File: config.mk
export PLATFORM = sky130hd
export DESIGN_NAME = v17_receiver_training_sequencer_top
export DESIGN_NICKNAME = d
export VERILOG_FILES = /design/src/rtl/core/v17rts_pkg.sv /design/src/rtl/core/v17_receiver_training_sequencer_top.sv
export VERILOG_INCLUDE_DIRS = /design/src /design/src/rtl/core
export SDC_FILE = /design/constraint.sdc
export NUM_CORES = 1
export LEC_CHECK = 0
export BUFFER_PORTS_ARGS = -buffer_cell sky130_fd_sc_hd__buf_2
export CAP_MARGIN = 5
export CORE_MARGIN = 10
export CORE_UTILIZATION = 56
export DETAILED_ROUTE_END_ITERATION = 8
export HOLD_SLACK_MARGIN = 0.03
export PLACE_DENSITY = 0.94
export SLEW_MARGIN = 20
export SYNTH_ARGS = -nofsm -noshare
export SYNTH_HDL_FRONTEND = slang
export SYNTH_SLANG_ARGS = --single-unit
File: constraint.sdc
create_clock -name i_clk -period 4.3 [get_ports i_clk]
set_input_delay 0.215 -clock i_clk [delete_from_list [all_inputs] [get_ports i_clk]]
set_output_delay 0.215 -clock i_clk [all_outputs]
set_load 0.02 [all_outputs]
File: src/rtl/core/v17_receiver_training_sequencer_top_defines.svh
// Assertion macros for the V.17 receiver training sequencer.
// Depends on nothing; included by modules that carry assertions.
`ifndef V17_RECEIVER_TRAINING_SEQUENCER_TOP_DEFINES_SVH
`define V17_RECEIVER_TRAINING_SEQUENCER_TOP_DEFINES_SVH

// Same-cycle implication, disabled while reset is asserted.
`define V17_ASSERT_IMPLY(label, clk, rst_n, ante, cons) \
    label: assert property (@(posedge clk) disable iff (!(rst_n)) (ante) |-> (cons)) \
        else $error("v17 training sequencer: same-cycle check failed");

// Next-cycle implication, disabled while reset is asserted.
`define V17_ASSERT_NEXT(label, clk, rst_n, ante, cons) \
    label: assert property (@(posedge clk) disable iff (!(rst_n)) (ante) |=> (cons)) \
        else $error("v17 training sequencer: next-cycle check failed");

`endif

File: src/rtl/core/v17rts_pkg.sv
// Package for the V.17 receiver training sequencer: word types, phase
// and status codes, register indexes and sizing constants. No dependencies.
package v17rts_pkg;

    localparam int COUNT_WIDTH = 10;
    localparam int ADDR_WIDTH  = 4;

    // Mask applied to the per-block symbol count.
    localparam logic [9:0] COUNT_MASK = 10'((32'd1 << COUNT_WIDTH) - 32'd1);

    localparam logic [15:0] EPOCH_COUNT  = 16'd5;
    localparam logic [15:0] PROTO_COUNT  = 16'd62;
    localparam logic [15:0] SHORT_COUNT  = 16'd1;

    typedef enum logic [2:0] {
        PH_START    = 3'd0,
        PH_EPOCH    = 3'd1,
        PH_PROTOCOL = 3'd2,
        PH_BRIDGE   = 3'd3,
        PH_SCRAM    = 3'd4,
        PH_DATA     = 3'd5,
        PH_ERROR    = 3'd6
    } t_phase;

    localparam logic [2:0] ST_START     = 3'd0;
    localparam logic [2:0] ST_CARRIER   = 3'd1;
    localparam logic [2:0] ST_DATA      = 3'd2;
    localparam logic [2:0] ST_ERROR     = 3'd3;
    localparam logic [2:0] ST_RATE_BASE = 3'd4;

    typedef enum logic [1:0] {
        REG_QUICK_RETRAIN = 2'd0,
        REG_RATE_SELECT   = 2'd1,
        REG_SNR_THRESHOLD = 2'd2
    } t_reg_idx;

    typedef struct packed {
        logic       done;
        logic       low_snr;
        logic       error;
        logic       data;
        logic       carrier;
    } t_flags;

    typedef struct packed {
        logic               carrier_seen;
        logic               data_carrier_seen;
        logic               epoch_seen;
        logic signed [15:0] snr_estimate;
        logic               quality_unreliable;
        logic [9:0]         symbol_count;
        logic               stop_request;
    } t_in_word;

    typedef struct packed {
        logic       carrier_flag;
        logic       data_flag;
        logic       error_flag;
        logic       low_snr_flag;
        logic       done_flag;
        logic [2:0] status_code;
        logic [9:0] delivered_count;
        logic [2:0] phase;
        logic       agc_advance;
        logic       agc_freeze;
        logic       rate_restore;
        logic       coef_store;
    } t_out_word;

endpackage

File: src/rtl/core/v17_receiver_training_sequencer_top.sv
// V.17 receiver training sequencer, top level; needs v17rts_pkg and the defines header.
// Latency: the result word is valid the cycle after its input word is taken.
// Throughput: one word per cycle; input ready is high while the result register
// is empty or draining, so a held result word holds the input side.
// Reset (synchronous, i_rst_n low): phase start, countdown zero, flags and
// status clear, quick_retrain 0, rate_select 3, snr_threshold 0, no result.
`include "v17_receiver_training_sequencer_top_defines.svh"

module v17_receiver_training_sequencer_top (
    input  logic                              i_clk,
    input  logic                              i_rst_n,
    // input word channel
    input  logic                              i_in_valid,
    output logic                              o_in_ready,
    input  v17rts_pkg::t_in_word              i_in_word,
    // result word channel
    output logic                              o_out_valid,
    input  logic                              i_out_ready,
    output v17rts_pkg::t_out_word             o_out_word,
    // configuration port
    input  logic                              psel,
    input  logic                              penable,
    input  logic                              pwrite,
    input  logic [v17rts_pkg::ADDR_WIDTH-1:0] paddr,
    input  logic [31:0]                       pwdata,
    output logic [31:0]                       prdata,
    output logic                              pready
);

    // ------------------------------------------------------------------
    // Configuration registers
    // ------------------------------------------------------------------
    logic                r_quick_retrain;
    logic [1:0]          r_rate_select;
    logic signed [15:0]  r_snr_threshold;
    logic                cfg_write;
    v17rts_pkg::t_reg_idx cfg_idx;

    assign pready    = 1'b1;
    assign cfg_write = psel && penable && pwrite && pready;
    assign cfg_idx   = v17rts_pkg::t_reg_idx'(paddr[3:2]);

    always_ff @(posedge i_clk) begin
        if (!i_rst_n) begin
            r_quick_retrain <= 1'b0;
            r_rate_select   <= 2'd3;
            r_snr_threshold <= 16'sd0;
        end else if (cfg_write) begin
            unique case (cfg_idx)
                v17rts_pkg::REG_QUICK_RETRAIN: r_quick_retrain <= pwdata[0];
                v17rts_pkg::REG_RATE_SELECT:   r_rate_select   <= pwdata[1:0];
                v17rts_pkg::REG_SNR_THRESHOLD: r_snr_threshold <= pwdata[15:0];
                default: ; // index three: drop the write
            endcase
        end
    end

    always_comb begin
        unique case (cfg_idx)
            v17rts_pkg::REG_QUICK_RETRAIN: prdata = {31'd0, r_quick_retrain};
            v17rts_pkg::REG_RATE_SELECT:   prdata = {30'd0, r_rate_select};
            v17rts_pkg::REG_SNR_THRESHOLD: prdata = {16'd0, r_snr_threshold};
            default:                       prdata = 32'd0;
        endcase
    end

    // ------------------------------------------------------------------
    // Sequencer state
    // ------------------------------------------------------------------
    v17rts_pkg::t_phase   r_phase,  n_phase;
    logic [15:0]          r_count,  n_count;
    v17rts_pkg::t_flags   r_flags,  n_flags;
    logic [2:0]           r_status, n_status;

    logic                 r_out_valid;
    v17rts_pkg::t_out_word r_out_word, n_out_word;

    logic                 in_take;
    logic [15:0]          count_dec;
    logic                 expired;
    logic                 snr_low;
    logic [9:0]           symbols;
    logic [9:0]           delivered;
    logic                 adv, frz, rst_rate, cst;

    // Take a new word whenever the result register is empty or being drained.
    assign o_in_ready = !r_out_valid || i_out_ready;
    assign in_take    = i_in_valid && o_in_ready;

    assign count_dec = r_count - 16'd1;
    // Expiry: the decremented countdown, read as signed, is zero or negative.
    assign expired   = (count_dec == 16'd0) || count_dec[15];
    assign snr_low   = i_in_word.snr_estimate <= r_snr_threshold;
    assign symbols   = i_in_word.symbol_count & v17rts_pkg::COUNT_MASK;

    always_comb begin
        n_phase   = r_phase;
        n_count   = r_count;
        n_flags   = r_flags;
        n_status  = r_status;
        delivered = 10'd0;
        adv       = 1'b0;
        frz       = 1'b0;
        rst_rate  = 1'b0;
        cst       = 1'b0;

        // The error flag only reports the current block.
        n_flags.error = 1'b0;

        unique case (r_phase) inside
            v17rts_pkg::PH_START: begin
                n_flags.carrier = 1'b0;
                n_status        = v17rts_pkg::ST_START;
                if (i_in_word.carrier_seen) begin
                    n_flags.carrier = 1'b1;
                    n_count         = v17rts_pkg::EPOCH_COUNT;
                    n_phase         = v17rts_pkg::PH_EPOCH;
                    n_flags.done    = 1'b0;
                    n_flags.data    = 1'b0;
                end
            end
            v17rts_pkg::PH_EPOCH: begin
                if (!i_in_word.carrier_seen) begin
                    n_phase         = v17rts_pkg::PH_ERROR;
                    n_status        = v17rts_pkg::ST_ERROR;
                    n_flags.error   = 1'b1;
                    n_flags.carrier = 1'b0;
                end else begin
                    n_flags.carrier = 1'b1;
                    n_status        = v17rts_pkg::ST_CARRIER;
                    n_count         = count_dec;
                    if (expired || i_in_word.epoch_seen) begin
                        rst_rate     = r_quick_retrain;
                        n_count      = r_quick_retrain ? v17rts_pkg::SHORT_COUNT
                                                       : v17rts_pkg::PROTO_COUNT;
                        n_phase      = v17rts_pkg::PH_PROTOCOL;
                        n_flags.done = 1'b0;
                        n_flags.data = 1'b0;
                        adv          = 1'b1;
                    end
                end
            end
            v17rts_pkg::PH_PROTOCOL, v17rts_pkg::PH_BRIDGE, v17rts_pkg::PH_SCRAM: begin
                if (!i_in_word.carrier_seen) begin
                    n_phase         = v17rts_pkg::PH_ERROR;
                    n_status        = v17rts_pkg::ST_ERROR;
                    n_flags.error   = 1'b1;
                    n_flags.carrier = 1'b0;
                end else begin
                    n_flags.carrier = 1'b1;
                    n_status        = v17rts_pkg::ST_CARRIER;
                    n_count         = count_dec;
                    if (expired) begin
                        if (snr_low) begin
                            n_flags.low_snr = 1'b1;
                        end
                        delivered = symbols;
                        if (r_phase == v17rts_pkg::PH_PROTOCOL) begin
                            n_count      = v17rts_pkg::SHORT_COUNT;
                            n_flags.data = 1'b0;
                            if (r_quick_retrain) begin
                                // Short retrain skips the bridge.
                                n_phase = v17rts_pkg::PH_SCRAM;
                            end else begin
                                n_phase      = v17rts_pkg::PH_BRIDGE;
                                cst          = 1'b1;
                                n_flags.done = 1'b0;
                            end
                        end else if (r_phase == v17rts_pkg::PH_BRIDGE) begin
                            n_count      = v17rts_pkg::SHORT_COUNT;
                            n_phase      = v17rts_pkg::PH_SCRAM;
                            n_flags.done = 1'b0;
                            n_flags.data = 1'b0;
                        end else begin
                            n_status     = v17rts_pkg::ST_RATE_BASE + {1'b0, r_rate_select};
                            frz          = 1'b1;
                            n_count      = 16'd0;
                            n_phase      = v17rts_pkg::PH_DATA;
                            n_flags.done = 1'b0;
                            n_flags.data = 1'b1;
                        end
                    end
                end
            end
            v17rts_pkg::PH_DATA: begin
                n_flags.carrier = 1'b1;
                n_status        = v17rts_pkg::ST_DATA;
                if (!i_in_word.data_carrier_seen || i_in_word.stop_request) begin
                    n_flags.carrier = 1'b0;
                end else begin
                    delivered       = i_in_word.quality_unreliable ? 10'd0 : symbols;
                    n_flags.low_snr = snr_low;
                end
            end
            default: begin
                // Error phase latches; the unused code behaves the same way.
                n_flags.error = 1'b1;
            end
        endcase
    end

    always_comb begin
        n_out_word.carrier_flag    = n_flags.carrier;
        n_out_word.data_flag       = n_flags.data;
        n_out_word.error_flag      = n_flags.error;
        n_out_word.low_snr_flag    = n_flags.low_snr;
        n_out_word.done_flag       = n_flags.done;
        n_out_word.status_code     = n_status;
        n_out_word.delivered_count = delivered;
        n_out_word.phase           = n_phase;
        n_out_word.agc_advance     = adv;
        n_out_word.agc_freeze      = frz;
        n_out_word.rate_restore    = rst_rate;
        n_out_word.coef_store      = cst;
    end

    // Advance the sequencer state only on a taken word.
    always_ff @(posedge i_clk) begin
        if (!i_rst_n) begin
            r_phase  <= v17rts_pkg::PH_START;
            r_count  <= 16'd0;
            r_flags  <= '0;
            r_status <= v17rts_pkg::ST_START;
        end else if (in_take) begin
            r_phase  <= n_phase;
            r_count  <= n_count;
            r_flags  <= n_flags;
            r_status <= n_status;
        end
    end

    // Result register: load on a taken word, drop valid once drained.
    always_ff @(posedge i_clk) begin
        if (!i_rst_n) begin
            r_out_valid <= 1'b0;
        end else if (in_take) begin
            r_out_valid <= 1'b1;
        end else if (i_out_ready) begin
            r_out_valid <= 1'b0;
        end
    end

    always_ff @(posedge i_clk) begin
        if (in_take) begin
            r_out_word <= n_out_word;
        end
    end

    assign o_out_valid = r_out_valid;
    assign o_out_word  = r_out_word;

    // ------------------------------------------------------------------
    // Assertions
    // ------------------------------------------------------------------
    `V17_ASSERT_NEXT(a_error_latches, i_clk, i_rst_n, r_phase == v17rts_pkg::PH_ERROR, r_phase == v17rts_pkg::PH_ERROR)
    `V17_ASSERT_NEXT(a_take_gives_result, i_clk, i_rst_n, in_take, o_out_valid)
    `V17_ASSERT_IMPLY(a_freeze_enters_data, i_clk, i_rst_n, o_out_valid && o_out_word.agc_freeze, o_out_word.phase == v17rts_pkg::PH_DATA)
    `V17_ASSERT_IMPLY(a_store_enters_bridge, i_clk, i_rst_n, o_out_valid && o_out_word.coef_store, o_out_word.phase == v17rts_pkg::PH_BRIDGE)
    `V17_ASSERT_IMPLY(a_error_flag_phase, i_clk, i_rst_n, o_out_valid && o_out_word.error_flag, o_out_word.phase == v17rts_pkg::PH_ERROR)

endmodule

==> results of run 1 <==
logic make-up (layout without fill, tap and decap cells):
kind of cell | count (synthesis) | in the layout | share of synthesized area, %
compound gates | 135 | 135 | 20.1
simple gates | 207 | 207 | 25.3
buf+inv | 70 | 145 | 7.81
xor+xnor | 6 | 6 | 1.23
mux | 4 | 4 | 0.940
fa+ha+maj | 18 | 18 | 5.28
flops | 71 | 71 | 39.2
other cells | 2 | 18 | 0.176
tightest hold or removal path, delay by kind of cell:
kind / cells / cell delay, ps
buffers and inverters: 1 / 100
AOI/OAI and AO/OA: 1 / 50
and+or+nand+nor: 1 / 50
registers in the layout, summed over array words and instances (netlist names):
register	count
o_out_word	25
r_count	16
r_snr_threshold	16
r_flags	4
r_phase	3
r_status	3
r_rate_select	2
o_out_valid	1
r_quick_retrain	1
layer usage:
| layer | up-vias | routed length (um) | global-route usage [%] |
|---|---|---|---|
| met5 | - | 0 | 0 |
| met4 | 0 | 342 | 8.32 |
| met3 | 43 | 1210 | 7.07 |
| met2 | 237 | 5870 | 35.0 |
| met1 | 1928 | 4410 | 21.2 |
| li1 | 1984 | - | - |
cell usage in the layout, fill, tap and decap left out, types with 17 or more instances in the layout:
cell type                  count
sky130_fd_sc_hd__a21oi_1      49
sky130_fd_sc_hd__and2_1       17
sky130_fd_sc_hd__buf_2        98
sky130_fd_sc_hd__conb_1       17
sky130_fd_sc_hd__dfxtp_1      46
sky130_fd_sc_hd__edfxtp_1     25
sky130_fd_sc_hd__ha_1         18
sky130_fd_sc_hd__inv_1        26
sky130_fd_sc_hd__nand2_1      91
sky130_fd_sc_hd__nor2_1       20
sky130_fd_sc_hd__o21ai_0      21
sky130_fd_sc_hd__o22ai_1      17
final cells by class:
type / instances / area [um2] / area share, %
clock inverter: 7 / 119 / 2.39
antenna: 1 / 2.50 / 0.0503
inverter: 27 / 101 / 2.04
multi-input combinational: 387 / 2310 / 46.5
clock buffer: 9 / 124 / 2.49
sequential: 71 / 1670 / 33.6
tap: 99 / 124 / 2.49
timing repair buffer: 102 / 520 / 10.5
worst max-delay path by stage:
stage / endpoint / slack (ps) / depth (start not counted)
floorplan: r_count[2] / 1830 / 7
global placement: o_out_word[15] / 1420 / 7
detailed placement: o_out_word[10] / 1240 / 7
CTS: o_out_word[8] / 1230 / 7
global route: o_out_word[8] / 1010 / 7
finish: o_out_word[8] / 1160 / 7
where the power goes:
part / total [uW] / switching [uW] / internal, uW
Combinational: 463 / 302 / 161
Clock: 654 / 267 / 387
Sequential: 769 / 34.4 / 734
per-stage QoR:
step | setup WS, ps | area (um2) | std cells | hold WS (ps)
after floorplan | 1830 | 4320 | 528 | 343
after global placement | 1420 | 4730 | 686 | 426
after detailed placement | 1240 | 4730 | 686 | 437
after CTS | 1230 | 4970 | 702 | 90.8
after global routing | 1010 | 4970 | 702 | 98.1
final | 1160 | 4980 | 703 | 94.0
==> impl_results.html, run 1 <==
<table>
<tr><th>Metric</th><th>Value</th></tr>
<tr><th colspan="2">Status</th></tr>
<tr><td>Outcome</td><td>complete, no violations</td></tr>
<tr><th colspan="2">Placed design</th></tr>
<tr><td>Placer congestion estimate</td><td>0.961</td></tr>
<tr><td>Count of buffers from port buffering</td><td>98</td></tr>
<tr><td>Half-perimeter wire length of the detailed placement result</td><td>8830 um</td></tr>
<tr><th colspan="2">Worst setup path</th></tr>
<tr><td>Worst reg2reg setup slack</td><td>1160 ps</td></tr>
<tr><td>Arrival time reported for the critical path endpoint</td><td>3210 ps</td></tr>
<tr><td>CP required</td><td>4370 ps</td></tr>
<tr><td>Critical path class</td><td>flop to flop</td></tr>
<tr><td>Reg2reg end</td><td>o_out_word[8]</td></tr>
<tr><td>Worst Reg2Reg Path Length in Cells</td><td>7</td></tr>
<tr><td>Buffers plus inverters on the worst setup path</td><td>0</td></tr>
<tr><td>Critical path cell sequence</td><td>nor4_4 &gt; nand4b_1 &gt; xor2_1 &gt; and4_1 &gt; o21ai_2 &gt; o22a_1 &gt; o22ai_1</td></tr>
<tr><td>Cell at the slowest stage of the critical path</td><td>sky130_fd_sc_hd__o21ai_2</td></tr>
<tr><td>Maximum fanout encountered on the critical timing path</td><td>16</td></tr>
<tr><td>Start point of the critical path</td><td>r_count[2]</td></tr>
<tr><td>R2R Path Start</td><td>r_count[2]</td></tr>
<tr><td>Kind of cell adding the most delay to the critical path</td><td>compound AO/OA/AOI/OAI gates</td></tr>
<tr><td>Delay of the slowest cell on the worst path</td><td>560 ps</td></tr>
<tr><td>Nature of the critical path startpoint</td><td>flop</td></tr>
<tr><td>Worst Setup End Kind</td><td>flop</td></tr>
<tr><th colspan="2">Cells and area</th></tr>
<tr><td>Number of nets in the finished design</td><td>690</td></tr>
<tr><td>Fill cell count</td><td>567</td></tr>
<tr><td>Layout cell share with drive strength beyond 1</td><td>21.9%</td></tr>
<tr><td>Core Util, Final</td><td>67.9%</td></tr>
<tr><td>Signed area change from the synthesized netlist to the final layout</td><td>16.8%</td></tr>
<tr><th colspan="2">Global routing</th></tr>
<tr><td>Total global-route track usage</td><td>19.9%</td></tr>
<tr><td>Number of antenna violations at the first check in global routing</td><td>0</td></tr>
<tr><td>First-pass GRT wire length</td><td>19100 um</td></tr>
<tr><td>Pin count of the biggest net entering global routing</td><td>30</td></tr>
<tr><td>Grt ovf</td><td>0</td></tr>
<tr><td>Number of global-route vias before repair</td><td>4147</td></tr>
<tr><th colspan="2">Synth</th></tr>
<tr><td>Mapped cell area</td><td>0.00426 mm2</td></tr>
<tr><td>Top cells by instance count after synthesis</td><td>sky130_fd_sc_hd__nand2_1, sky130_fd_sc_hd__a21oi_1, sky130_fd_sc_hd__dfxtp_1</td></tr>
<tr><td>Most frequent cell after synthesis</td><td>sky130_fd_sc_hd__nand2_1</td></tr>
<tr><td>Synth Warn #</td><td>0</td></tr>
<tr><td>Number of storage elements in the synthesis netlist</td><td>71</td></tr>
<tr><td>Ranking of synthesized cells by area</td><td>sky130_fd_sc_hd__dfxtp_1, sky130_fd_sc_hd__edfxtp_1, sky130_fd_sc_hd__nand2_1</td></tr>
<tr><td>FFs w/ async S/R, synth</td><td>0%</td></tr>
<tr><td>Cell variety after synth</td><td>69</td></tr>
<tr><td>Number of flops mapped to enable cells by yosys</td><td>25</td></tr>
<tr><td>Portion of the post-synthesis area used by sequential elements</td><td>39.2%</td></tr>
<tr><td>Largest area contributor in the netlist</td><td>sky130_fd_sc_hd__dfxtp_1</td></tr>
<tr><td>Synth top area share</td><td>21.6%</td></tr>
<tr><td>Post-Synthesis Cells</td><td>513</td></tr>
<tr><td>Prevailing post-synth register cell</td><td>sky130_fd_sc_hd__dfxtp_1</td></tr>
<tr><td>Synthesized area per cell</td><td>8.31 um2</td></tr>
<tr><th colspan="2">Route</th></tr>
<tr><td>Drt first pass iters</td><td>7</td></tr>
<tr><td>DRC errors left</td><td>0</td></tr>
<tr><td>Total wire length after detailed routing</td><td>11800 um</td></tr>
<tr><td>Number of nets with antenna violations after detailed routing</td><td>0</td></tr>
<tr><td>Number of vias after detailed routing</td><td>4192</td></tr>
<tr><td>Avg Vias per Cell</td><td>5.96</td></tr>
<tr><td>Drt first-iter violations</td><td>327</td></tr>
<tr><td>Wire length per cell</td><td>16.8 um</td></tr>
<tr><th colspan="2">CTS</th></tr>
<tr><td>Post-CTS setup repair buffer count</td><td>0</td></tr>
<tr><td>CTS tree</td><td>yes</td></tr>
<tr><td>CTS Buf Count</td><td>9</td></tr>
<tr><td>Count of hold buffers inserted by post-cts repair</td><td>0</td></tr>
<tr><td>Number of sinks on the clock net</td><td>71</td></tr>
<tr><td>Clock Root Buffer</td><td>sky130_fd_sc_hd__clkbuf_8</td></tr>
<tr><td>Clock Tree Buf Depth</td><td>2</td></tr>
<tr><td>Clock latency at the later pin of the worst-skew pair</td><td>360 ps</td></tr>
<tr><td>Total of cells resized after clock tree synthesis</td><td>0</td></tr>
<tr><td>Number of levels the H-tree was split into</td><td>3</td></tr>
<tr><td>Clock slew at the register clock pins of the worst setup and hold paths</td><td>80 ps</td></tr>
<tr><th colspan="2">Floorplan</th></tr>
<tr><td>Width of the die</td><td>107 um</td></tr>
<tr><td>Boundary Pins</td><td>134</td></tr>
<tr><td>Die Y-Extent</td><td>107 um</td></tr>
<tr><td>Number of rows created at floorplan</td><td>31</td></tr>
<tr><td>Initial cell density of the core</td><td>58.1%</td></tr>
<tr><td>Area of the die</td><td>0.0115 mm2</td></tr>
<tr><td>Core area</td><td>0.00733 mm2</td></tr>
<tr><th colspan="2">STA</th></tr>
<tr><td>Period utilization</td><td>72.9%</td></tr>
<tr><td>Post-layout min period</td><td>3140 ps</td></tr>
<tr><td>Setup TNS</td><td>0 ps</td></tr>
<tr><td>Worst-margin pin slew</td><td>1030 ps</td></tr>
<tr><td>Max-Slew Margin vs Limit</td><td>31.0%</td></tr>
<tr><td>Slew Viols, Final</td><td>0</td></tr>
<tr><td>Final hold vios</td><td>0</td></tr>
<tr><td>Unrepaired setup endpoints after global routing</td><td>false</td></tr>
<tr><td>Peak Freq</td><td>319 MHz</td></tr>
<tr><td>Clk_skew</td><td>12.6 ps</td></tr>
<tr><td>Final setup fails</td><td>0</td></tr>
<tr><th colspan="2">Worst hold path</th></tr>
<tr><td>Hold path start</td><td>pwdata[7]</td></tr>
<tr><td>Worst min path class</td><td>input port to flop</td></tr>
<tr><td>Hold depth</td><td>3</td></tr>
<tr><td>Capture endpoint of the worst hold path</td><td>r_snr_threshold[7]</td></tr>
<tr><th colspan="2">Power</th></tr>
<tr><td>Power, Total</td><td>1890 uW</td></tr>
<tr><td>Static leakage</td><td>0.00202 uW</td></tr>
<tr><td>PD cells</td><td>379 mW/mm2</td></tr>
<tr><td>Worst IR Drop VDD</td><td>0.155 mV</td></tr>
<tr><th colspan="2">Run</th></tr>
<tr><td>MaxCap Viol Count</td><td>0</td></tr>
</table>
No activity file was read; power rests on OpenSTA's default activity.
==> inputs of run 2 (changes only) <==
- CORE_UTILIZATION: 56 -> 47
- PLACE_DENSITY: 0.94 -> 0.85
- clock period: 4.3 -> 2.6 ns (I/O delays scaled with it)
==> run 2 against run 1 <==
Combinational power up 130%. Hold slack worse by 34 ps. Final area up 15%. Count of clock-buffer cells in the layout unchanged. Largest power group unchanged. Clock skew up 1.2 ps. Non-clock buffer count up 74. Total power up 75%. First-iteration DRC count down 11%. Final cell count up 12%. Wire length up 15%.
==> impl_results.html, run 2 (same netlist as run 1, synthesis figures left out) <==
<table>
<tr><th>Metric</th><th>Value</th></tr>
<tr><th colspan="2">Route</th></tr>
<tr><td>Wire length per cell</td><td>17.2 um</td></tr>
<tr><td>Number of vias after detailed routing</td><td>4553</td></tr>
<tr><td>Drt first pass iters</td><td>5</td></tr>
<tr><td>DRC errors left</td><td>0</td></tr>
<tr><td>Avg Vias per Cell</td><td>5.79</td></tr>
<tr><td>Number of nets with antenna violations after detailed routing</td><td>0</td></tr>
<tr><td>Drt first-iter violations</td><td>291</td></tr>
<tr><td>Total wire length after detailed routing</td><td>13600 um</td></tr>
<tr><th colspan="2">Floorplan</th></tr>
<tr><td>Number of rows created at floorplan</td><td>34</td></tr>
<tr><td>Width of the die</td><td>115 um</td></tr>
<tr><td>Boundary Pins</td><td>134</td></tr>
<tr><td>Initial cell density of the core</td><td>48.6%</td></tr>
<tr><td>Area of the die</td><td>0.0133 mm2</td></tr>
<tr><td>Core area</td><td>0.00876 mm2</td></tr>
<tr><td>Die Y-Extent</td><td>115 um</td></tr>
<tr><th colspan="2">Placed design</th></tr>
<tr><td>Half-perimeter wire length of the detailed placement result</td><td>9410 um</td></tr>
<tr><td>Count of buffers from port buffering</td><td>98</td></tr>
<tr><td>Cell total after placement</td><td>742</td></tr>
<tr><td>Placer congestion estimate</td><td>0.919</td></tr>
<tr><td>Worst slack at placement</td><td>-332 ps</td></tr>
<tr><th colspan="2">Cells and area</th></tr>
<tr><td>Filler-free cell count of the finished design</td><td>787</td></tr>
<tr><td>Layout cell share with drive strength beyond 1</td><td>31.2%</td></tr>
<tr><td>Fill cell count</td><td>694</td></tr>
<tr><td>Most frequent cells in the layout</td><td>sky130_fd_sc_hd__buf_2, sky130_fd_sc_hd__nand2_1, sky130_fd_sc_hd__buf_4, sky130_fd_sc_hd__a21oi_1, sky130_fd_sc_hd__dfxtp_1</td></tr>
<tr><td>Most common cell after layout, fill and taps aside</td><td>sky130_fd_sc_hd__buf_2</td></tr>
<tr><td>Number of nets in the finished design</td><td>764</td></tr>
<tr><td>Max reg flops</td><td>25</td></tr>
<tr><td>Signed area change from the synthesized netlist to the final layout</td><td>34.0%</td></tr>
<tr><th colspan="2">Run</th></tr>
<tr><td>MaxCap Viol Count</td><td>0</td></tr>
<tr><th colspan="2">Global routing</th></tr>
<tr><td>First-pass GRT wire length</td><td>20200 um</td></tr>
<tr><td>Pin count of the biggest net entering global routing</td><td>24</td></tr>
<tr><td>Number of global-route vias before repair</td><td>4384</td></tr>
<tr><td>Number of antenna violations at the first check in global routing</td><td>1</td></tr>
<tr><td>Total global-route track usage</td><td>18.5%</td></tr>
<tr><td>Grt ovf</td><td>0</td></tr>
<tr><th colspan="2">STA</th></tr>
<tr><td>Setup TNS</td><td>0 ps</td></tr>
<tr><td>Clk_skew</td><td>13.8 ps</td></tr>
<tr><td>Min setup slack post-route</td><td>42.3 ps</td></tr>
<tr><td>Final setup fails</td><td>0</td></tr>
<tr><td>Peak Freq</td><td>391 MHz</td></tr>
<tr><td>Slew Viols, Final</td><td>0</td></tr>
<tr><td>Unrepaired setup endpoints after global routing</td><td>true</td></tr>
<tr><td>Max-Slew Margin vs Limit</td><td>50.3%</td></tr>
<tr><td>Worst-margin pin slew</td><td>744 ps</td></tr>
<tr><td>Final hold vios</td><td>0</td></tr>
<tr><td>Period utilization</td><td>98.4%</td></tr>
<tr><td>Post-layout min period</td><td>2560 ps</td></tr>
<tr><th colspan="2">Worst setup path</th></tr>
<tr><td>Worst Setup End Kind</td><td>flop</td></tr>
<tr><td>Critical path class</td><td>flop to flop</td></tr>
<tr><td>CP required</td><td>2880 ps</td></tr>
<tr><td>Arrival time reported for the critical path endpoint</td><td>2840 ps</td></tr>
<tr><td>Cell at the slowest stage of the critical path</td><td>sky130_fd_sc_hd__or3_4</td></tr>
<tr><td>Critical path cell sequence</td><td>buf_4 &gt; or3_4 &gt; xnor2_2 &gt; nor4b_4 &gt; and4_4 &gt; buf_8 &gt; o21ai_2 &gt; or3_4 &gt; a221oi_2</td></tr>
<tr><td>Nature of the critical path startpoint</td><td>flop</td></tr>
<tr><td>Kind of cell adding the most delay to the critical path</td><td>simple AND/OR/NAND/NOR gates</td></tr>
<tr><td>Delay of the slowest cell on the worst path</td><td>360 ps</td></tr>
<tr><td>Maximum fanout encountered on the critical timing path</td><td>9</td></tr>
<tr><td>Buffers plus inverters on the worst setup path</td><td>2</td></tr>
<tr><td>Most common cell on crit path</td><td>sky130_fd_sc_hd__or3_4</td></tr>
<tr><th colspan="2">Power</th></tr>
<tr><td>Net Sw Frac</td><td>33.3%</td></tr>
<tr><td>Internal power contribution</td><td>2210 uW</td></tr>
<tr><td>Static leakage</td><td>0.00240 uW</td></tr>
<tr><td>PD cells</td><td>579 mW/mm2</td></tr>
<tr><td>Part of the total power dissipated in the clock network</td><td>30.0%</td></tr>
<tr><td>Net switching power figure</td><td>1100 uW</td></tr>
<tr><td>Worst IR Drop VDD</td><td>0.309 mV</td></tr>
<tr><td>Seq pwr share</td><td>37.7%</td></tr>
<tr><td>Relative contribution of combinational cells to total power</td><td>32.3%</td></tr>
<tr><th colspan="2">CTS</th></tr>
<tr><td>CTS Buf Count</td><td>9</td></tr>
<tr><td>CTS tree</td><td>yes</td></tr>
<tr><td>Clock Tree Buf Depth</td><td>2</td></tr>
<tr><td>Clock Root Buffer</td><td>sky130_fd_sc_hd__clkbuf_8</td></tr>
<tr><td>Number of sinks on the clock net</td><td>71</td></tr>
<tr><td>Number of levels the H-tree was split into</td><td>3</td></tr>
<tr><td>Clock slew at the register clock pins of the worst setup and hold paths</td><td>90 ps</td></tr>
<tr><td>Clock latency at the later pin of the worst-skew pair</td><td>360 ps</td></tr>
<tr><th colspan="2">Status</th></tr>
<tr><td>Outcome</td><td>complete, no violations</td></tr>
<tr><th colspan="2">Worst hold path</th></tr>
<tr><td>Worst min path class</td><td>input port to flop</td></tr>
</table>
run 2: changes by cell type in the layout (fill, tap and decap cells not counted), moves of 3 or more:
cell	delta
sky130_fd_sc_hd__clkinv_4	+3
sky130_fd_sc_hd__dfxtp_1	-6
sky130_fd_sc_hd__dlygate4sd3_1	+16
sky130_fd_sc_hd__dfxtp_2	+5
sky130_fd_sc_hd__buf_4	+56
run 2: what timing repair did:
action | CTS | global route
resized for setup | 7 | 29
hold buffers | 16 | 0
setup buffers | 1 | 10
pin swaps | 2 | 8
hold endpoints to repair | 16 | 0
setup endpoints to repair | 23 | 35
run 2: layout make-up:
class / instances / area (um2) / area share (%)
antenna: 2 / 5.00 / 0.0876
multi-input combinational: 387 / 2440 / 42.7
sequential: 71 / 1680 / 29.4
inverter: 27 / 101 / 1.77
timing repair buffer: 176 / 1130 / 19.7
tap: 108 / 135 / 2.37
clock buffer: 9 / 124 / 2.17
clock inverter: 7 / 97.6 / 1.71
run 2: power by group through the flow:
| stage | Sequential (uW) | Clock (uW) | Combinational [uW] |
|---|---|---|---|
| 2_1_floorplan | 1310 | 0 | 537 |
| 3_3_place_gp | 1270 | 0 | 885 |
| 3_5_place_dp | 1270 | 0 | 906 |
| 4_1_cts | 1240 | 1000 | 942 |
| 5_1_grt | 1250 | 1050 | 1150 |
| 6_report | 1250 | 991 | 1070 |
run 2: stage by stage:
stage | hold WS (ps) | util (%) | power, uW | area, um2
2_1_floorplan | 258 | - | 1850 | 4320
3_3_place_gp | 373 | 58.1 | 2150 | 5090
3_5_place_dp | 380 | 58.1 | 2180 | 5090
4_1_cts | 44.0 | 62.9 | 3190 | 5510
5_1_grt | 73.1 | 65.1 | 3450 | 5710
6_report | 60.0 | 65.2 | 3310 | 5710
run 2: worst min-delay path, delay by kind of cell:
family	cells	cell delay, ps
AO/OA/AOI/OAI	1	50
buffers and inverters	1	130
AND/OR/NAND/NOR	1	60
run 2: metal layers:
layer	track usage [%]	vias up	routed length, um
li1	-	2138	-
met1	20.2	2131	5040
met2	31.4	232	6790
met3	4.69	52	1200
met4	11.2	0	527
met5	0	-	0
run 2: path summary, 6_finish.rpt:
path / to / depth (start not counted) / from / slack [ps]
setup / recovery: r_flags[1] / 9 / r_count[2] / 40
hold / removal: r_snr_threshold[0] / 3 / pwdata[0] / 60
setup reg to reg: r_flags[1] / 9 / r_count[2] / 40
hold reg to reg: r_flags[4] / 2 / r_flags[4] / 440
==> inputs of run 3 (changes only) <==
- ABC_AREA: unset -> 1
- BUFFER_PORTS_ARGS: -buffer_cell sky130_fd_sc_hd__buf_2 -> -buffer_cell sky130_fd_sc_hd__clkbuf_2
- PLACE_DENSITY: 0.85 -> 0.86
==> run 3 against run 2 <==
Hold slack got worse by 7.6 ps. Non-clock buffer count decreased by 71. Worst setup slack improved by 210 ps. Wire length decreased by 17%. Register-to-register slack improved by 210 ps. Critical endpoint is now r_count[2]. Largest power group unchanged. Highest routed layer unchanged.
==> impl_results.html, run 3 <==
<table>
<tr><th>Metric</th><th>Value</th></tr>
<tr><th colspan="2">STA</th></tr>
<tr><td>Unrepaired setup endpoints after global routing</td><td>true</td></tr>
<tr><td>Slew Viols, Final</td><td>0</td></tr>
<tr><td>Clk_skew</td><td>4.41 ps</td></tr>
<tr><td>Post-layout min period</td><td>2350 ps</td></tr>
<tr><td>Final setup fails</td><td>0</td></tr>
<tr><td>Setup TNS</td><td>0 ps</td></tr>
<tr><td>Peak Freq</td><td>426 MHz</td></tr>
<tr><td>Post-route worst hold slack</td><td>52.5 ps</td></tr>
<tr><td>Worst-margin pin slew</td><td>572 ps</td></tr>
<tr><td>Max-Slew Margin vs Limit</td><td>61.7%</td></tr>
<tr><td>Period utilization</td><td>90.2%</td></tr>
<tr><td>Final hold vios</td><td>0</td></tr>
<tr><th colspan="2">Global routing</th></tr>
<tr><td>Grt ovf</td><td>0</td></tr>
<tr><td>Number of antenna violations at the first check in global routing</td><td>0</td></tr>
<tr><td>Pin count of the biggest net entering global routing</td><td>33</td></tr>
<tr><td>First-pass GRT wire length</td><td>18600 um</td></tr>
<tr><td>Number of global-route vias before repair</td><td>3972</td></tr>
<tr><td>Total global-route track usage</td><td>17.3%</td></tr>
<tr><th colspan="2">Floorplan</th></tr>
<tr><td>Width of the die</td><td>114 um</td></tr>
<tr><td>Initial cell density of the core</td><td>48.2%</td></tr>
<tr><td>Number of rows created at floorplan</td><td>34</td></tr>
<tr><td>Area of the die</td><td>0.0131 mm2</td></tr>
<tr><td>Core area</td><td>0.00868 mm2</td></tr>
<tr><td>Die Y-Extent</td><td>114 um</td></tr>
<tr><td>Boundary Pins</td><td>134</td></tr>
<tr><th colspan="2">Worst setup path</th></tr>
<tr><td>Arrival time reported for the critical path endpoint</td><td>2600 ps</td></tr>
<tr><td>Nature of the critical path startpoint</td><td>flop</td></tr>
<tr><td>Maximum fanout encountered on the critical timing path</td><td>8</td></tr>
<tr><td>CP required</td><td>2860 ps</td></tr>
<tr><td>Critical path class</td><td>flop to flop</td></tr>
<tr><td>Worst Setup End Kind</td><td>flop</td></tr>
<tr><th colspan="2">Cells and area</th></tr>
<tr><td>Layout cell share with drive strength beyond 1</td><td>22.5%</td></tr>
<tr><td>Most frequent cells in the layout</td><td>sky130_fd_sc_hd__clkbuf_2, sky130_fd_sc_hd__nand2_1, sky130_fd_sc_hd__inv_1, sky130_fd_sc_hd__nor2_1, sky130_fd_sc_hd__a21oi_1</td></tr>
<tr><td>Most common cell after layout, fill and taps aside</td><td>sky130_fd_sc_hd__clkbuf_2</td></tr>
<tr><td>Antenna diode count</td><td>0</td></tr>
<tr><td>Max reg flops</td><td>25</td></tr>
<tr><td>Signed area change from the synthesized netlist to the final layout</td><td>17.9%</td></tr>
<tr><td>Number of nets in the finished design</td><td>766</td></tr>
<tr><th colspan="2">Route</th></tr>
<tr><td>Drt first-iter violations</td><td>271</td></tr>
<tr><td>Number of vias after detailed routing</td><td>3991</td></tr>
<tr><td>Drt first pass iters</td><td>4</td></tr>
<tr><td>Wire length per cell</td><td>14.3 um</td></tr>
<tr><td>Avg Vias per Cell</td><td>5.07</td></tr>
<tr><td>Total wire length after detailed routing</td><td>11200 um</td></tr>
<tr><td>DRC errors left</td><td>0</td></tr>
<tr><td>Number of nets with antenna violations after detailed routing</td><td>0</td></tr>
<tr><th colspan="2">Power</th></tr>
<tr><td>Part of the total power dissipated in the clock network</td><td>27.9%</td></tr>
<tr><td>Relative contribution of combinational cells to total power</td><td>30.9%</td></tr>
<tr><td>Static leakage</td><td>0.00243 uW</td></tr>
<tr><td>Net Sw Frac</td><td>36.1%</td></tr>
<tr><td>Net switching power figure</td><td>1140 uW</td></tr>
<tr><td>Seq pwr share</td><td>41.2%</td></tr>
<tr><td>Worst IR Drop VDD</td><td>0.396 mV</td></tr>
<tr><td>Internal power contribution</td><td>2010 uW</td></tr>
<tr><td>PD cells</td><td>637 mW/mm2</td></tr>
<tr><th colspan="2">Run</th></tr>
<tr><td>MaxCap Viol Count</td><td>0</td></tr>
<tr><th colspan="2">Synth</th></tr>
<tr><td>Ranking of synthesized cells by area</td><td>sky130_fd_sc_hd__dfxtp_1, sky130_fd_sc_hd__edfxtp_1, sky130_fd_sc_hd__nand2_1</td></tr>
<tr><td>Cell variety after synth</td><td>42</td></tr>
<tr><td>Synth Warn #</td><td>0</td></tr>
<tr><td>Synth top area share</td><td>22.0%</td></tr>
<tr><td>Post-Synthesis Cells</td><td>573</td></tr>
<tr><td>Top cells by instance count after synthesis</td><td>sky130_fd_sc_hd__nand2_1, sky130_fd_sc_hd__inv_1, sky130_fd_sc_hd__nor2_1</td></tr>
<tr><td>Largest area contributor in the netlist</td><td>sky130_fd_sc_hd__dfxtp_1</td></tr>
<tr><td>Number of flops mapped to enable cells by yosys</td><td>25</td></tr>
<tr><td>Synthesized area per cell</td><td>7.30 um2</td></tr>
<tr><td>Most frequent cell after synthesis</td><td>sky130_fd_sc_hd__nand2_1</td></tr>
<tr><td>Portion of the post-synthesis area used by sequential elements</td><td>40.0%</td></tr>
<tr><td>Mapped cell area</td><td>0.00418 mm2</td></tr>
<tr><td>Prevailing post-synth register cell</td><td>sky130_fd_sc_hd__dfxtp_1</td></tr>
<tr><td>FFs w/ async S/R, synth</td><td>0%</td></tr>
<tr><td>Number of storage elements in the synthesis netlist</td><td>71</td></tr>
<tr><th colspan="2">CTS</th></tr>
<tr><td>Number of levels the H-tree was split into</td><td>3</td></tr>
<tr><td>Clock latency at the later pin of the worst-skew pair</td><td>350 ps</td></tr>
<tr><td>CTS Buf Count</td><td>9</td></tr>
<tr><td>Clock Tree Buf Depth</td><td>2</td></tr>
<tr><td>CTS tree</td><td>yes</td></tr>
<tr><td>Clock slew at the register clock pins of the worst setup and hold paths</td><td>80 ps</td></tr>
<tr><td>Number of sinks on the clock net</td><td>71</td></tr>
<tr><td>Clock Root Buffer</td><td>sky130_fd_sc_hd__clkbuf_8</td></tr>
<tr><th colspan="2">Placed design</th></tr>
<tr><td>Count of buffers from port buffering</td><td>98</td></tr>
<tr><td>Placer congestion estimate</td><td>0.919</td></tr>
<tr><td>Half-perimeter wire length of the detailed placement result</td><td>8750 um</td></tr>
<tr><th colspan="2">Status</th></tr>
<tr><td>Outcome</td><td>complete, no violations</td></tr>
<tr><th colspan="2">Worst hold path</th></tr>
<tr><td>Worst min path class</td><td>input port to flop</td></tr>
</table>
[run 3: cell types whose count changed after synthesis, moves of 6 or more]
cell,delta
sky130_fd_sc_hd__nor2_1,+50
sky130_fd_sc_hd__and2_1,-16
sky130_fd_sc_hd__nand2_2,+6
sky130_fd_sc_hd__nand3_1,+26
sky130_fd_sc_hd__o21ai_0,+14
sky130_fd_sc_hd__inv_2,+6
sky130_fd_sc_hd__nor2_2,+6
sky130_fd_sc_hd__inv_1,+64
sky130_fd_sc_hd__a31oi_1,-6
sky130_fd_sc_hd__nor3_1,-8
sky130_fd_sc_hd__o22ai_1,-17
sky130_fd_sc_hd__clkbuf_1,-13
[run 3: timing repair]
action,in CTS,in global routing
resized for setup,0,2
endpoints found under the setup margin,0,13
hold buffers,1,0
endpoints found under the hold margin,1,0
setup buffers,0,0
[run 3: layer usage]
| layer | GRT usage (%) | vias to the layer above | share of wire (%) |
|---|---|---|---|
| li1 | - | 2015 | - |
| met1 | 18.8 | 1818 | 41 |
| met2 | 30.1 | 134 | 49 |
| met3 | 5.45 | 24 | 7.7 |
| met4 | 7.60 | 0 | 2.6 |
| met5 | 0 | - | 0 |
[run 3: worst paths after layout]
kind                              to  cells past startpoint  slack, ps        start
setup / recovery          r_count[2]                     17        250   r_count[0]
hold reg to reg          r_count[15]                      2        440  r_count[15]
hold / removal    r_snr_threshold[9]                      3         50    pwdata[9]
setup reg to reg          r_count[2]                     17        250   r_count[0]
[run 3: logic make-up after synthesis]
family                     synth area share (%)
AOI/OAI and AO/OA                          13.3
xor gates and xnor gates                  0.629
adders and majority gates                  5.39
buffers and inverters                      13.3
DFF                                        40.0
other                                     0.180
and+or+nand+nor                            27.2
[run 3: stage by stage]
step                std cells  utilization, %  total power (uW)  setup WS (ps)  cell area (um2)
CTS                       787            56.7              3150            137             4920
detailed placement        770            54.4              2280            145             4720
finish                    787            56.8              3140            254             4930
floorplan                 588               -              2050            495             4240
global route              787            56.8              3360          -17.6             4930
global placement          770            54.4              2250            259             4720
[run 3: worst max-delay path, stage by stage, from the launching register on]
cell and delay (ps):
sky130_fd_sc_hd__dfxtp_1 350, sky130_fd_sc_hd__inv_1 90, sky130_fd_sc_hd__ha_2 240, sky130_fd_sc_hd__nand2_2 110, sky130_fd_sc_hd__nor2_4 170, sky130_fd_sc_hd__nand3_1 100
sky130_fd_sc_hd__nand2_1 100, sky130_fd_sc_hd__inv_1 40, sky130_fd_sc_hd__nand2_1 70, sky130_fd_sc_hd__nor2_2 40, sky130_fd_sc_hd__nand3_2 100, sky130_fd_sc_hd__nand2_4 120
sky130_fd_sc_hd__nor2_1 310, sky130_fd_sc_hd__nand3_1 130, sky130_fd_sc_hd__nand3_1 90, sky130_fd_sc_hd__nand3b_1 70, sky130_fd_sc_hd__nand2_1 70, sky130_fd_sc_hd__inv_1 40
[run 3: area by class of cell]
cell class	count	area, um2
clock buffers	11	131
clock inverters	5	58.8
fillers	813	3750
inverters	98	370
multi-input cells	389	2020
flip-flops and latches	71	1670
well taps	108	135
repair buffers	105	546
[run 3: power by group through the flow]
| stage | sequential (uW) | clock [uW] | combinational, uW |
|---|---|---|---|
| after floorplan | 1360 | 0 | 688 |
| after global placement | 1320 | 0 | 931 |
| after detailed placement | 1320 | 0 | 960 |
| after CTS | 1300 | 890 | 968 |
| after global routing | 1300 | 950 | 1100 |
| final | 1300 | 876 | 971 |
